[config.mk]
export PLATFORM = sky130hd
export DESIGN_NAME = two_level_page_walker
export DESIGN_NICKNAME = d
export VERILOG_FILES = /design/src/tpw_pkg.sv /design/src/tpw_step.sv /design/src/two_level_page_walker.sv
export SDC_FILE = /design/constraint.sdc
export NUM_CORES = 1
export LEC_CHECK = 0
export ABC_AREA = 1
export BUFFER_PORTS_ARGS = -buffer_cell sky130_fd_sc_hd__buf_4
export CAP_MARGIN = 15
export CORE_ASPECT_RATIO = 1.4
export CORE_MARGIN = 8
export CORE_UTILIZATION = 61
export CTS_CLUSTER_SIZE = 24
export DETAILED_ROUTE_END_ITERATION = 16
export PLACE_DENSITY_LB_ADDON = 0.08
export RECOVER_POWER = 25
export SYNTH_ARGS = -nofsm -noshare
export SYNTH_HDL_FRONTEND = slang
export SYNTH_HIERARCHICAL = 1
export SYNTH_SLANG_ARGS = --single-unit
[constraint.sdc]
create_clock -name clk -period 6.4 [get_ports clk]
set_input_delay 0.96 -clock clk [delete_from_list [all_inputs] [get_ports clk]]
set_output_delay 0.96 -clock clk [all_outputs]
set_load 0.02 [all_outputs]
[src/tpw_pkg.sv]
// Shared types and constants for the two-level page walker.
// Used by tpw_step and by the two_level_page_walker top level; no dependencies.
package tpw_pkg;

  localparam int unsigned AddrW   = 32;
  localparam int unsigned FrameW  = 20;
  localparam int unsigned BigOffW = 22;
  localparam int unsigned SmlOffW = 12;
  localparam int unsigned CfgAddrW = 3;

  localparam logic [AddrW-1:0] BigSize   = 32'h0040_0000;
  localparam logic [AddrW-1:0] SmallSize = 32'h0000_1000;

  localparam int unsigned EntPresentBit = 0;
  localparam int unsigned EntBigBit     = 7;

  // Register byte offsets on the configuration port
  localparam logic [CfgAddrW-1:0] RegDirBase = 3'd0;

  typedef enum logic [1:0] {
    KIND_READ  = 2'd0,
    KIND_DONE  = 2'd1,
    KIND_FAULT = 2'd2
  } tpw_kind_t;

  typedef enum logic [2:0] {
    PHASE_IDLE = 3'b001,
    PHASE_DIR  = 3'b010,
    PHASE_TBL  = 3'b100
  } tpw_phase_t;

  typedef struct packed {
    logic             req_type;
    logic [AddrW-1:0] vaddr;
    logic [AddrW-1:0] vlen;
    logic [AddrW-1:0] read_data;
  } tpw_item_t;

  typedef struct packed {
    tpw_kind_t        result_kind;
    logic [AddrW-1:0] read_addr;
    logic [AddrW-1:0] paddr;
    logic [AddrW-1:0] plen;
    logic             big_page;
  } tpw_result_t;

endpackage

[src/tpw_step.sv]
// Walk state and the combinational walk step: one item in, at most one result out.
// Depends on tpw_pkg.
module tpw_step (
  input  logic                          clk,
  input  logic                          rst_n,
  input  logic                          step_en,
  input  tpw_pkg::tpw_item_t            item,
  input  logic [tpw_pkg::FrameW-1:0]    dir_base_frame,
  output logic                          res_vld,
  output tpw_pkg::tpw_result_t          res
);
  import tpw_pkg::*;

  tpw_phase_t        phase_r, phase_nxt;
  logic [AddrW-1:0]  held_vaddr_r, held_vaddr_nxt;
  logic [AddrW-1:0]  held_vlen_r, held_vlen_nxt;

  logic [BigOffW-1:0] big_off;
  logic [SmlOffW-1:0] sml_off;
  logic [AddrW:0]     big_end, sml_end;
  logic [AddrW-1:0]   big_clip, sml_clip;
  logic               ent_present, ent_big;

  assign big_off = held_vaddr_r[BigOffW-1:0];
  assign sml_off = held_vaddr_r[SmlOffW-1:0];

  // Length sums are one bit wider so they never wrap
  assign big_end  = {1'b0, held_vlen_r} + (AddrW+1)'(big_off);
  assign sml_end  = {1'b0, held_vlen_r} + (AddrW+1)'(sml_off);
  assign big_clip = (big_end > {1'b0, BigSize}) ? BigSize - AddrW'(big_off) : held_vlen_r;
  assign sml_clip = (sml_end > {1'b0, SmallSize}) ? SmallSize - AddrW'(sml_off) : held_vlen_r;

  assign ent_present = item.read_data[EntPresentBit];
  assign ent_big     = item.read_data[EntBigBit];

  always_comb begin
    res_vld        = 1'b0;
    res            = '0;
    res.result_kind = KIND_READ;
    phase_nxt      = phase_r;
    held_vaddr_nxt = held_vaddr_r;
    held_vlen_nxt  = held_vlen_r;
    if (!item.req_type) begin
      // New request: drop any walk in progress and fetch the directory entry
      held_vaddr_nxt = item.vaddr;
      held_vlen_nxt  = item.vlen;
      phase_nxt      = PHASE_DIR;
      res_vld        = 1'b1;
      res.result_kind = KIND_READ;
      res.read_addr  = {dir_base_frame, item.vaddr[AddrW-1:BigOffW], 2'b00};
    end else begin
      unique case (phase_r)
        PHASE_DIR: begin
          res_vld = 1'b1;
          if (!ent_present) begin
            phase_nxt       = PHASE_IDLE;
            res.result_kind = KIND_FAULT;
          end else if (ent_big) begin
            phase_nxt       = PHASE_IDLE;
            res.result_kind = KIND_DONE;
            res.paddr       = {item.read_data[AddrW-1:BigOffW], big_off};
            res.plen        = big_clip;
            res.big_page    = 1'b1;
          end else begin
            phase_nxt       = PHASE_TBL;
            res.result_kind = KIND_READ;
            res.read_addr   = {item.read_data[AddrW-1:SmlOffW],
                               held_vaddr_r[BigOffW-1:SmlOffW], 2'b00};
          end
        end
        PHASE_TBL: begin
          res_vld   = 1'b1;
          phase_nxt = PHASE_IDLE;
          if (!ent_present) begin
            res.result_kind = KIND_FAULT;
          end else begin
            res.result_kind = KIND_DONE;
            res.paddr       = {item.read_data[AddrW-1:SmlOffW], sml_off};
            res.plen        = sml_clip;
          end
        end
        default: begin
          // Response with no walk open: drop it
          phase_nxt = PHASE_IDLE;
        end
      endcase
    end
  end

  always_ff @(posedge clk) begin
    if (!rst_n) begin
      phase_r      <= PHASE_IDLE;
      held_vaddr_r <= '0;
      held_vlen_r  <= '0;
    end else if (step_en) begin
      phase_r      <= phase_nxt;
      held_vaddr_r <= held_vaddr_nxt;
      held_vlen_r  <= held_vlen_nxt;
    end
  end

endmodule

[src/two_level_page_walker.sv]
// Two-level page walker top level: input register, walk step, result register,
// and the configuration register port. Depends on tpw_pkg and tpw_step.
//
// Two-level page-table walker with 4MB big pages. Each transfer on the in_
// channel is either a new translation request (in_tuser = 0, with vaddr and vlen)
// or a memory read response (in_tuser = 1, with the entry word). A request always
// yields a read request for the directory entry; a response yields a read request
// for the table entry, a finished translation (physical address, big_page flag and
// the length clipped to the end of the page), or a not-present fault. A request
// during a walk drops that walk; a response with no walk open gives no result.
// The block takes one item per cycle, back to back, while out_ is not stalled; an
// item passes through the input register, the combinational walk step and the
// result register, whose output is offered on out_. Backpressure on out_ stalls
// both registers together. dir_base_frame sits at byte address 0 and must only
// be written while no walk item is in flight.
module two_level_page_walker (
  input  logic                         clk,
  input  logic                         rst_n,
  // in_tdata: [31:0] vaddr, [63:32] vlen, [95:64] read_data
  input  logic [95:0]                  in_tdata,
  // in_tuser: [0] req_type
  input  logic                         in_tuser,
  input  logic                         in_tvalid,
  output logic                         in_tready,
  // out_tdata: [31:0] read_addr, [63:32] paddr, [95:64] plen, [96] big_page,
  // [103:97] zero
  output logic [103:0]                 out_tdata,
  // out_tuser: [1:0] result_kind
  output logic [1:0]                   out_tuser,
  output logic                         out_tvalid,
  input  logic                         out_tready,
  input  logic                         cfg_psel,
  input  logic                         cfg_penable,
  input  logic                         cfg_pwrite,
  input  logic [tpw_pkg::CfgAddrW-1:0] cfg_paddr,
  input  logic [31:0]                  cfg_pwdata,
  output logic [31:0]                  cfg_prdata,
  output logic                         cfg_pready
);
  import tpw_pkg::*;

  logic                s1_v_r;
  tpw_item_t           s1_item_r;
  logic                out_v_r;
  tpw_result_t         out_res_r;
  logic [FrameW-1:0]   dir_base_r;

  logic                adv;
  logic                step_en;
  logic                res_vld;
  tpw_result_t         res;
  logic                cfg_wr;
  logic                cfg_hit;

  // Configuration port: zero-wait APB, one register
  assign cfg_pready = 1'b1;
  assign cfg_hit    = (cfg_paddr[CfgAddrW-1:2] == RegDirBase[CfgAddrW-1:2]);
  assign cfg_wr     = cfg_psel & cfg_penable & cfg_pwrite & cfg_pready & cfg_hit;
  assign cfg_prdata = cfg_hit ? {12'd0, dir_base_r} : 32'd0;

  always_ff @(posedge clk) begin
    if (!rst_n) begin
      dir_base_r <= '0;
    end else if (cfg_wr) begin
      dir_base_r <= cfg_pwdata[FrameW-1:0];
    end
  end

  // Advance the pipe whenever the result register is free or being drained
  assign adv       = !out_v_r || out_tready;
  assign in_tready = !s1_v_r || adv;
  assign step_en   = s1_v_r && adv;

  // Input register: hold the item until the step consumes it
  always_ff @(posedge clk) begin
    if (!rst_n) begin
      s1_v_r <= 1'b0;
    end else if (in_tready) begin
      s1_v_r <= in_tvalid;
    end
  end

  always_ff @(posedge clk) begin
    if (in_tready) begin
      s1_item_r.req_type  <= in_tuser;
      s1_item_r.vaddr     <= in_tdata[31:0];
      s1_item_r.vlen      <= in_tdata[63:32];
      s1_item_r.read_data <= in_tdata[95:64];
    end
  end

  tpw_step u_step (
    .clk            (clk),
    .rst_n          (rst_n),
    .step_en        (step_en),
    .item           (s1_item_r),
    .dir_base_frame (dir_base_r),
    .res_vld        (res_vld),
    .res            (res)
  );

  // Result register: a dropped response leaves it empty
  always_ff @(posedge clk) begin
    if (!rst_n) begin
      out_v_r <= 1'b0;
    end else if (adv) begin
      out_v_r <= step_en && res_vld;
    end
  end

  always_ff @(posedge clk) begin
    if (adv) begin
      out_res_r <= res;
    end
  end

  assign out_tvalid = out_v_r;
  assign out_tuser  = out_res_r.result_kind;
  assign out_tdata  = {7'd0, out_res_r.big_page, out_res_r.plen,
                       out_res_r.paddr, out_res_r.read_addr};

`ifndef NO_ASSERTIONS
  // A new request always produces a directory read on the next cycle
  a_req_gives_read: assert property (@(posedge clk) disable iff (!rst_n)
    (step_en && !s1_item_r.req_type) |=> (out_tvalid && out_tuser == KIND_READ))
    else $error("request did not produce a read result");

  // Input can only stall when both registers are occupied
  a_stall_full: assert property (@(posedge clk) disable iff (!rst_n)
    !in_tready |-> (s1_v_r && out_v_r && !out_tready))
    else $error("input stalled with room in the pipe");

  // Big-page flag only on a finished translation
  a_big_done: assert property (@(posedge clk) disable iff (!rst_n)
    (out_tvalid && out_res_r.big_page) |-> (out_tuser == KIND_DONE))
    else $error("big_page set on a non-done result");

  // Clipped length never runs past the page
  a_plen_bound: assert property (@(posedge clk) disable iff (!rst_n)
    (out_tvalid && out_tuser == KIND_DONE) |->
      (out_res_r.big_page ? (out_res_r.plen <= BigSize) : (out_res_r.plen <= SmallSize)))
    else $error("plen exceeds page size");
`endif

endmodule

==> reports/qor.yml, run 1 <==
drt:
  drt-initial-drc-count: 1225
  met2_length_um: 23800
  detail-route-antenna-nets: 0
  wirelength_met1_um: 16100
  wl_per_cell_um: 20.4
  highest_layer: "met4"
  via_count: 13100
  drc_errors: 0
  via_per_inst: 5.69
  wl_um: 46800
  dr.pass1.iters: 6
  route.met3.wl_um: 4190
setup_path:
  required_ns: 6.64
  crit_type: "reg -> reg"
  crit_path_end_kind: "flip-flop"
  worstSetupStartpoint: "u_step/held_vaddr_r[0]"
  critPathMaxFanout: 24
  worstPathArrival_ns: 4.27
  cp-start-kind: "flip-flop"
  timing.rr.start: "u_step/held_vaddr_r[0]"
  reg2reg_depth: 18
yosys:
  syn_area_um2: 14200
  syn-instance-count: 1759
  avgSynthCellArea_um2: 8.05
  synth_warnings: 6
floorplanning:
  start_util: 0.615
  rows: 66
  core_um2: 23000
  boundaryPins: 280
  die_w_um: 145
  die_y_um: 196
  die_area_um2: 28400
grt:
  antenna_found_initial: 0
  gr-usage-all-layers: 0.327
  grt_pass1_wl_um: 70800
  grt_max_degree: 78
  grt_pass1_vias: 13000
  grt_overflow: 0
run:
  max_cap_violations: 1
sta:
  hold_viol: 0
  timing.setup.tns_ns: 0
  slew_viol_final: 43
  setup_viol: 0
  clock_skew_ns: 0.0265
  rsz0062_at_grt: "false"
  fin_crit_sh: 0.629
  fmax_mhz: 248
  slew_headroom: -0.200
  worst_slew_pin_slew_ns: 1.80
  period_needed_ns: 4.03
hold_path:
  hp-start: "u_step/phase_r[1]"
  holdPathStages: 2
  hp-class: "reg -> reg"
final_layout:
  drive_above_1_share: 0.173
  stdcell_count: 2295
  final_net_count: 2134
  fin_area_um2: 16800
  area.growth.synth_to_final_pct: 18.4
  antenna_cells: 0
power_and_ir_drop:
  combPwrFrac: 0.149
  power_density_nw_per_um2: 238
  p_clk_frac: 0.356
  swShare: 0.269
  p_leak_nw: 7.92
  p_int_w: 0.00291
  seqPwrFrac: 0.495
  p_sw_w: 0.00107
  ir_drop_mv: 0.231
place:
  hpwl_um: 35100
  port_buffers: 235
  placed_cell_area_um2: 16000
  dp.cells: 2250
  gp_congestion: 0.981
cts:
  clock_latency_ns: 0.53
  cts_resized: 0
  cts_tree: "done"
  cts_buffers: 24
  cts-hold-fix-buffers: 0
  clk_path_buf_depth: 3
  clk_pin_slew_ns: 0.07
  post-cts-setup-buffer-count: 0
  htree_num_levels: 1
  cts_root_buffer: "clkbuf_16"
  clock-sinks: 265
outcome:
  violations: "max-capacitance violations, max-slew violations"
  status: "finished, violations left"
## state kept, by name (all words and copies together) (netlist names)
signal / count
u_step/held_vaddr_r: 22
out_tvalid: 1
u_step/held_vlen_r: 32
out_tuser: 2
out_tdata: 97
dir_base_r: 20
u_step/phase_r: 3
s1_v_r: 1
s1_item_r: 87
## stage by stage
step | hold slack [ns] | power (W) | setup WS (ns) | util
finish | 0.499 | 0.00398 | 2.37 | 0.728
global route | 0.524 | 0.00410 | 2.12 | 0.728
CTS | 0.493 | 0.00398 | 2.44 | 0.728
detailed placement | 0.482 | 0.00258 | 2.48 | 0.694
global placement | 0.451 | 0.00256 | 2.52 | 0.694
floorplan | 0.442 | 0.00238 | 2.14 | -
## worst max-delay path, cell delays in order (launching register included)
cell     delay, ns
dfxtp_1       0.39
ha_1          0.29
inv_1         0.09
fa_1          0.39
inv_1         0.17
nand2_1       0.12
nand3_2       0.15
nand2_1       0.09
nand2_1       0.11
nand2_1       0.12
nand3_1       0.09
nand2_1       0.06
nor3_2        0.18
and2_1        0.74
nand2_8       0.25
inv_2         0.23
nand2_1       0.08
nand3_1       0.11
nor2_1        0.06
## final timing paths
kind         slack [ns]                end
max reg2reg        2.37      out_tdata[81]
max                2.37      out_tdata[81]
min                0.50  u_step/phase_r[1]
min reg2reg        0.50  u_step/phase_r[1]
## cells in the final DEF (no fill, tap or decap), types with 23 or more instances in the layout
master	count
a21oi_1	87
buf_4	156
clkbuf_16	25
clkbuf_4	87
conb_1	31
dfxtp_1	79
edfxtp_1	186
ha_1	23
inv_1	249
nand2_1	414
nand3_1	193
nand4_1	28
nor2_1	206
o21ai_0	79
## power by group through the flow
| stage | Clock [W] | Sequential, W | Combinational [W] |
|---|---|---|---|
| floorplan | 0 | 0.00201 | 0.000366 |
| global placement | 0 | 0.00200 | 0.000562 |
| detailed placement | 0 | 0.00200 | 0.000577 |
| CTS | 0.00142 | 0.00197 | 0.000585 |
| global route | 0.00148 | 0.00198 | 0.000644 |
| finish | 0.00142 | 0.00197 | 0.000594 |
## final cells by class
cell class	count	area (µm²)
Fill cell	1659	6270
Multi-Input combinational cell	1171	5610
Clock buffer	31	648
Inverter	263	987
Sequential cell	265	7170
Clock inverter	13	120
Timing Repair Buffer	246	1850
Tap cell	306	383
## routing by layer
layer / global-route usage / vias up
met4: 0.168 / 0
met5: 0 / -
met1: 0.365 / 6020
li1: - / 6087
met3: 0.0540 / 165
met2: 0.582 / 797
(Power assumes the default switching activity.)
==> run 2, diff against run 1 <==
CORE_UTILIZATION = 56   (was 61)
clock period = 4.2 ns   (was 6.4 ns; I/O delays follow)
==> reports/qor.yml, run 2 (synthesized netlist as in run 1, its figures left out) <==
final_layout:
  area.growth.synth_to_final_pct: 18.9  # was 18.4%
  fin_util: 0.670  # was 0.728
  fin_area_um2: 16800  # about the same
  final_net_count: 2142  # was 2134
  final_common_cell: "nand2_1"  # unchanged
  drive_above_1_share: 0.174  # was 0.173
  antenna_cells: 0  # unchanged
  largest_reg_flops: 97  # unchanged
  mostFrequentLayoutCells: "nand2_1, inv_1, nor2_1"  # unchanged
floorplanning:
  start_util: 0.564  # was 0.615
  die_area_um2: 30700  # was 28400 µm²
  core_um2: 25100  # was 23000 µm²
  die_w_um: 150  # was 145 µm
  die_y_um: 204  # was 196 µm
  rows: 69  # was 66
  boundaryPins: 280  # unchanged
drt:
  via_count: 12600  # was 13100
  drc_errors: 0  # unchanged
  detail-route-antenna-nets: 0  # unchanged
  wl_um: 44600  # was 46800 µm
  via_per_inst: 5.44  # was 5.69
  dr.pass1.iters: 6  # unchanged
  wl_per_cell_um: 19.3  # was 20.4 µm
  drt-initial-drc-count: 967  # was 1225
setup_path:
  critPathMaxFanout: 13  # was 24
  required_ns: 4.58  # was 6.64 ns
  crit_path_end_kind: "flip-flop"  # unchanged
  cpPeakStageDelay_ns: 0.39  # was 0.74 ns
  worstPathArrival_ns: 3.86  # was 4.27 ns
  crit_path_top_delay_cell: "fa_1"  # was and2_1
  path_cells: "ha_1 -> inv_1 -> fa_1 -> inv_1 -> nand3_1 -> nand2_1 -> nand3_2 -> nand3_4 -> nand2_1 -> xor2_1 -> nor2_1 -> nand2_1 -> nor2_1 -> nand3_2 -> nand3_1 -> nand3_1 -> a21oi_1"  # was ha_1 -> inv_1 -> fa_1 -> inv_1 -> nand2_1 -> nand3_2 -> nand2_1 -> nand2_1 -> nand2_1 -> nand3_1 -> nand2_1 -> nor3_2 -> and2_1 -> nand2_8 -> inv_2 -> nand2_1 -> nand3_1 -> nor2_1
  cp-start-kind: "flip-flop"  # unchanged
  crit_type: "reg -> reg"  # unchanged
grt:
  grt_overflow: 0  # unchanged
  gr-usage-all-layers: 0.288  # was 0.327
  grt_pass1_vias: 12600  # was 13000
  grt_pass1_wl_um: 68100  # was 70800 µm
  grt_max_degree: 78  # unchanged
  antenna_found_initial: 0  # unchanged
sta:
  timing.setup.tns_ns: 0  # unchanged
  fmax_mhz: 288  # was 248 MHz
  slew_viol_final: 38  # was 43
  worst_slew_pin_slew_ns: 2.04  # was 1.80 ns
  fin_crit_sh: 0.828  # was 0.629
  rsz0062_at_grt: "false"  # unchanged
  setup_slack_ns: 0.724  # was 2.37 ns
  period_needed_ns: 3.48  # was 4.03 ns
  slew_headroom: -0.360  # was -0.200
  setup_viol: 0  # unchanged
  hold_viol: 0  # unchanged
  clock_skew_ns: 0.0282  # was 0.0265 ns
cts:
  htree_num_levels: 1  # unchanged
  cts_resized: 0  # unchanged
  clk_pin_slew_ns: 0.06  # was 0.07 ns
  clk_path_buf_depth: 3  # unchanged
  post-cts-setup-buffer-count: 0  # unchanged
  clock_latency_ns: 0.55  # was 0.53 ns
  cts-hold-fix-buffers: 0  # unchanged
  cts_buffers: 25  # was 24
  cts_tree: "done"  # unchanged
  clock-sinks: 265  # unchanged
  cts_root_buffer: "clkbuf_16"  # unchanged
place:
  dp_slack_ns: 0.801  # was 2.48 ns
  gp_congestion: 0.978  # was 0.981
  placed_cell_area_um2: 16100  # was 16000 µm²
  hpwl_um: 34600  # was 35100 µm
  port_buffers: 235  # unchanged
hold_path:
  hp-class: "in -> reg"  # was reg -> reg
outcome:
  status: "finished, violations left"  # unchanged
  violations: "max-capacitance violations, max-slew violations"  # unchanged
power_and_ir_drop:
  power_density_nw_per_um2: 364  # was 238 nW/µm²
  p_leak_nw: 7.96  # was 7.92 nW
  ir_drop_mv: 0.356  # was 0.231 mV
  p_total_w: 0.00612  # was 0.00398 W
run:
  max_cap_violations: 1  # unchanged
## run 2: changes by cell type in the layout (fill, tap and decap cells not counted), sizes merged
| cell | previous run | this run |
|---|---|---|
| buf | 157 | 163 |
| clkinv | 11 | 8 |
| clkbuf | 120 | 122 |
| inv | 263 | 266 |
## run 2: critical path, delay by kind of cell, from the launching register on
family	cells	cell delay, ns
compound gates	1	0.17
fa+ha+maj	2	0.63
flops	1	0.37
xor+xnor	1	0.18
buf+inv	2	0.23
simple gates	11	1.72
## run 2: metrics by stage
stage | cells | hold WS, ns
after floorplan | 1787 | 0.442
after global placement | 2270 | 0.452
after detailed placement | 2270 | 0.472
after CTS | 2315 | 0.238
after global routing | 2316 | 0.263
final | 2316 | 0.276
## run 2: final cells by class
cell class | instances | area (µm²)
clock buffers | 32 | 672
clock inverters | 13 | 123
multi-input cells | 1171 | 5610
inverters | 263 | 987
repair buffers | 253 | 1880
flip-flops and latches | 265 | 7170
well taps | 319 | 399
fillers | 2093 | 8290
## run 2: routing by layer
metal | routed length [µm] | track usage | up-vias
met4 | 1360 | 0.0967 | 0
li1 | - | - | 6094
met5 | 0 | 0 | -
met3 | 3340 | 0.0587 | 81
met2 | 23700 | 0.527 | 522
met1 | 16200 | 0.323 | 5892
## run 2: report_power, final
group / internal [W] / leakage [nW] / switching [W]
Clock: 0.00126 / 0.394 / 0.000964
Combinational: 0.000316 / 4.82 / 0.000588
Sequential: 0.00291 / 2.74 / 0.0000864
Total: 0.00449 / 7.96 / 0.00164
## run 2: path summary, 6_finish.rpt
check | start | to | slack (ns) | cells after the start
max | u_step/held_vaddr_r[0] | out_tdata[65] | 0.72 | 17
min | in_tdata[86] | s1_item_r[22] | 0.28 | 1
max reg2reg | u_step/held_vaddr_r[0] | out_tdata[65] | 0.72 | 17
min reg2reg | s1_v_r | out_tvalid | 0.48 | 2
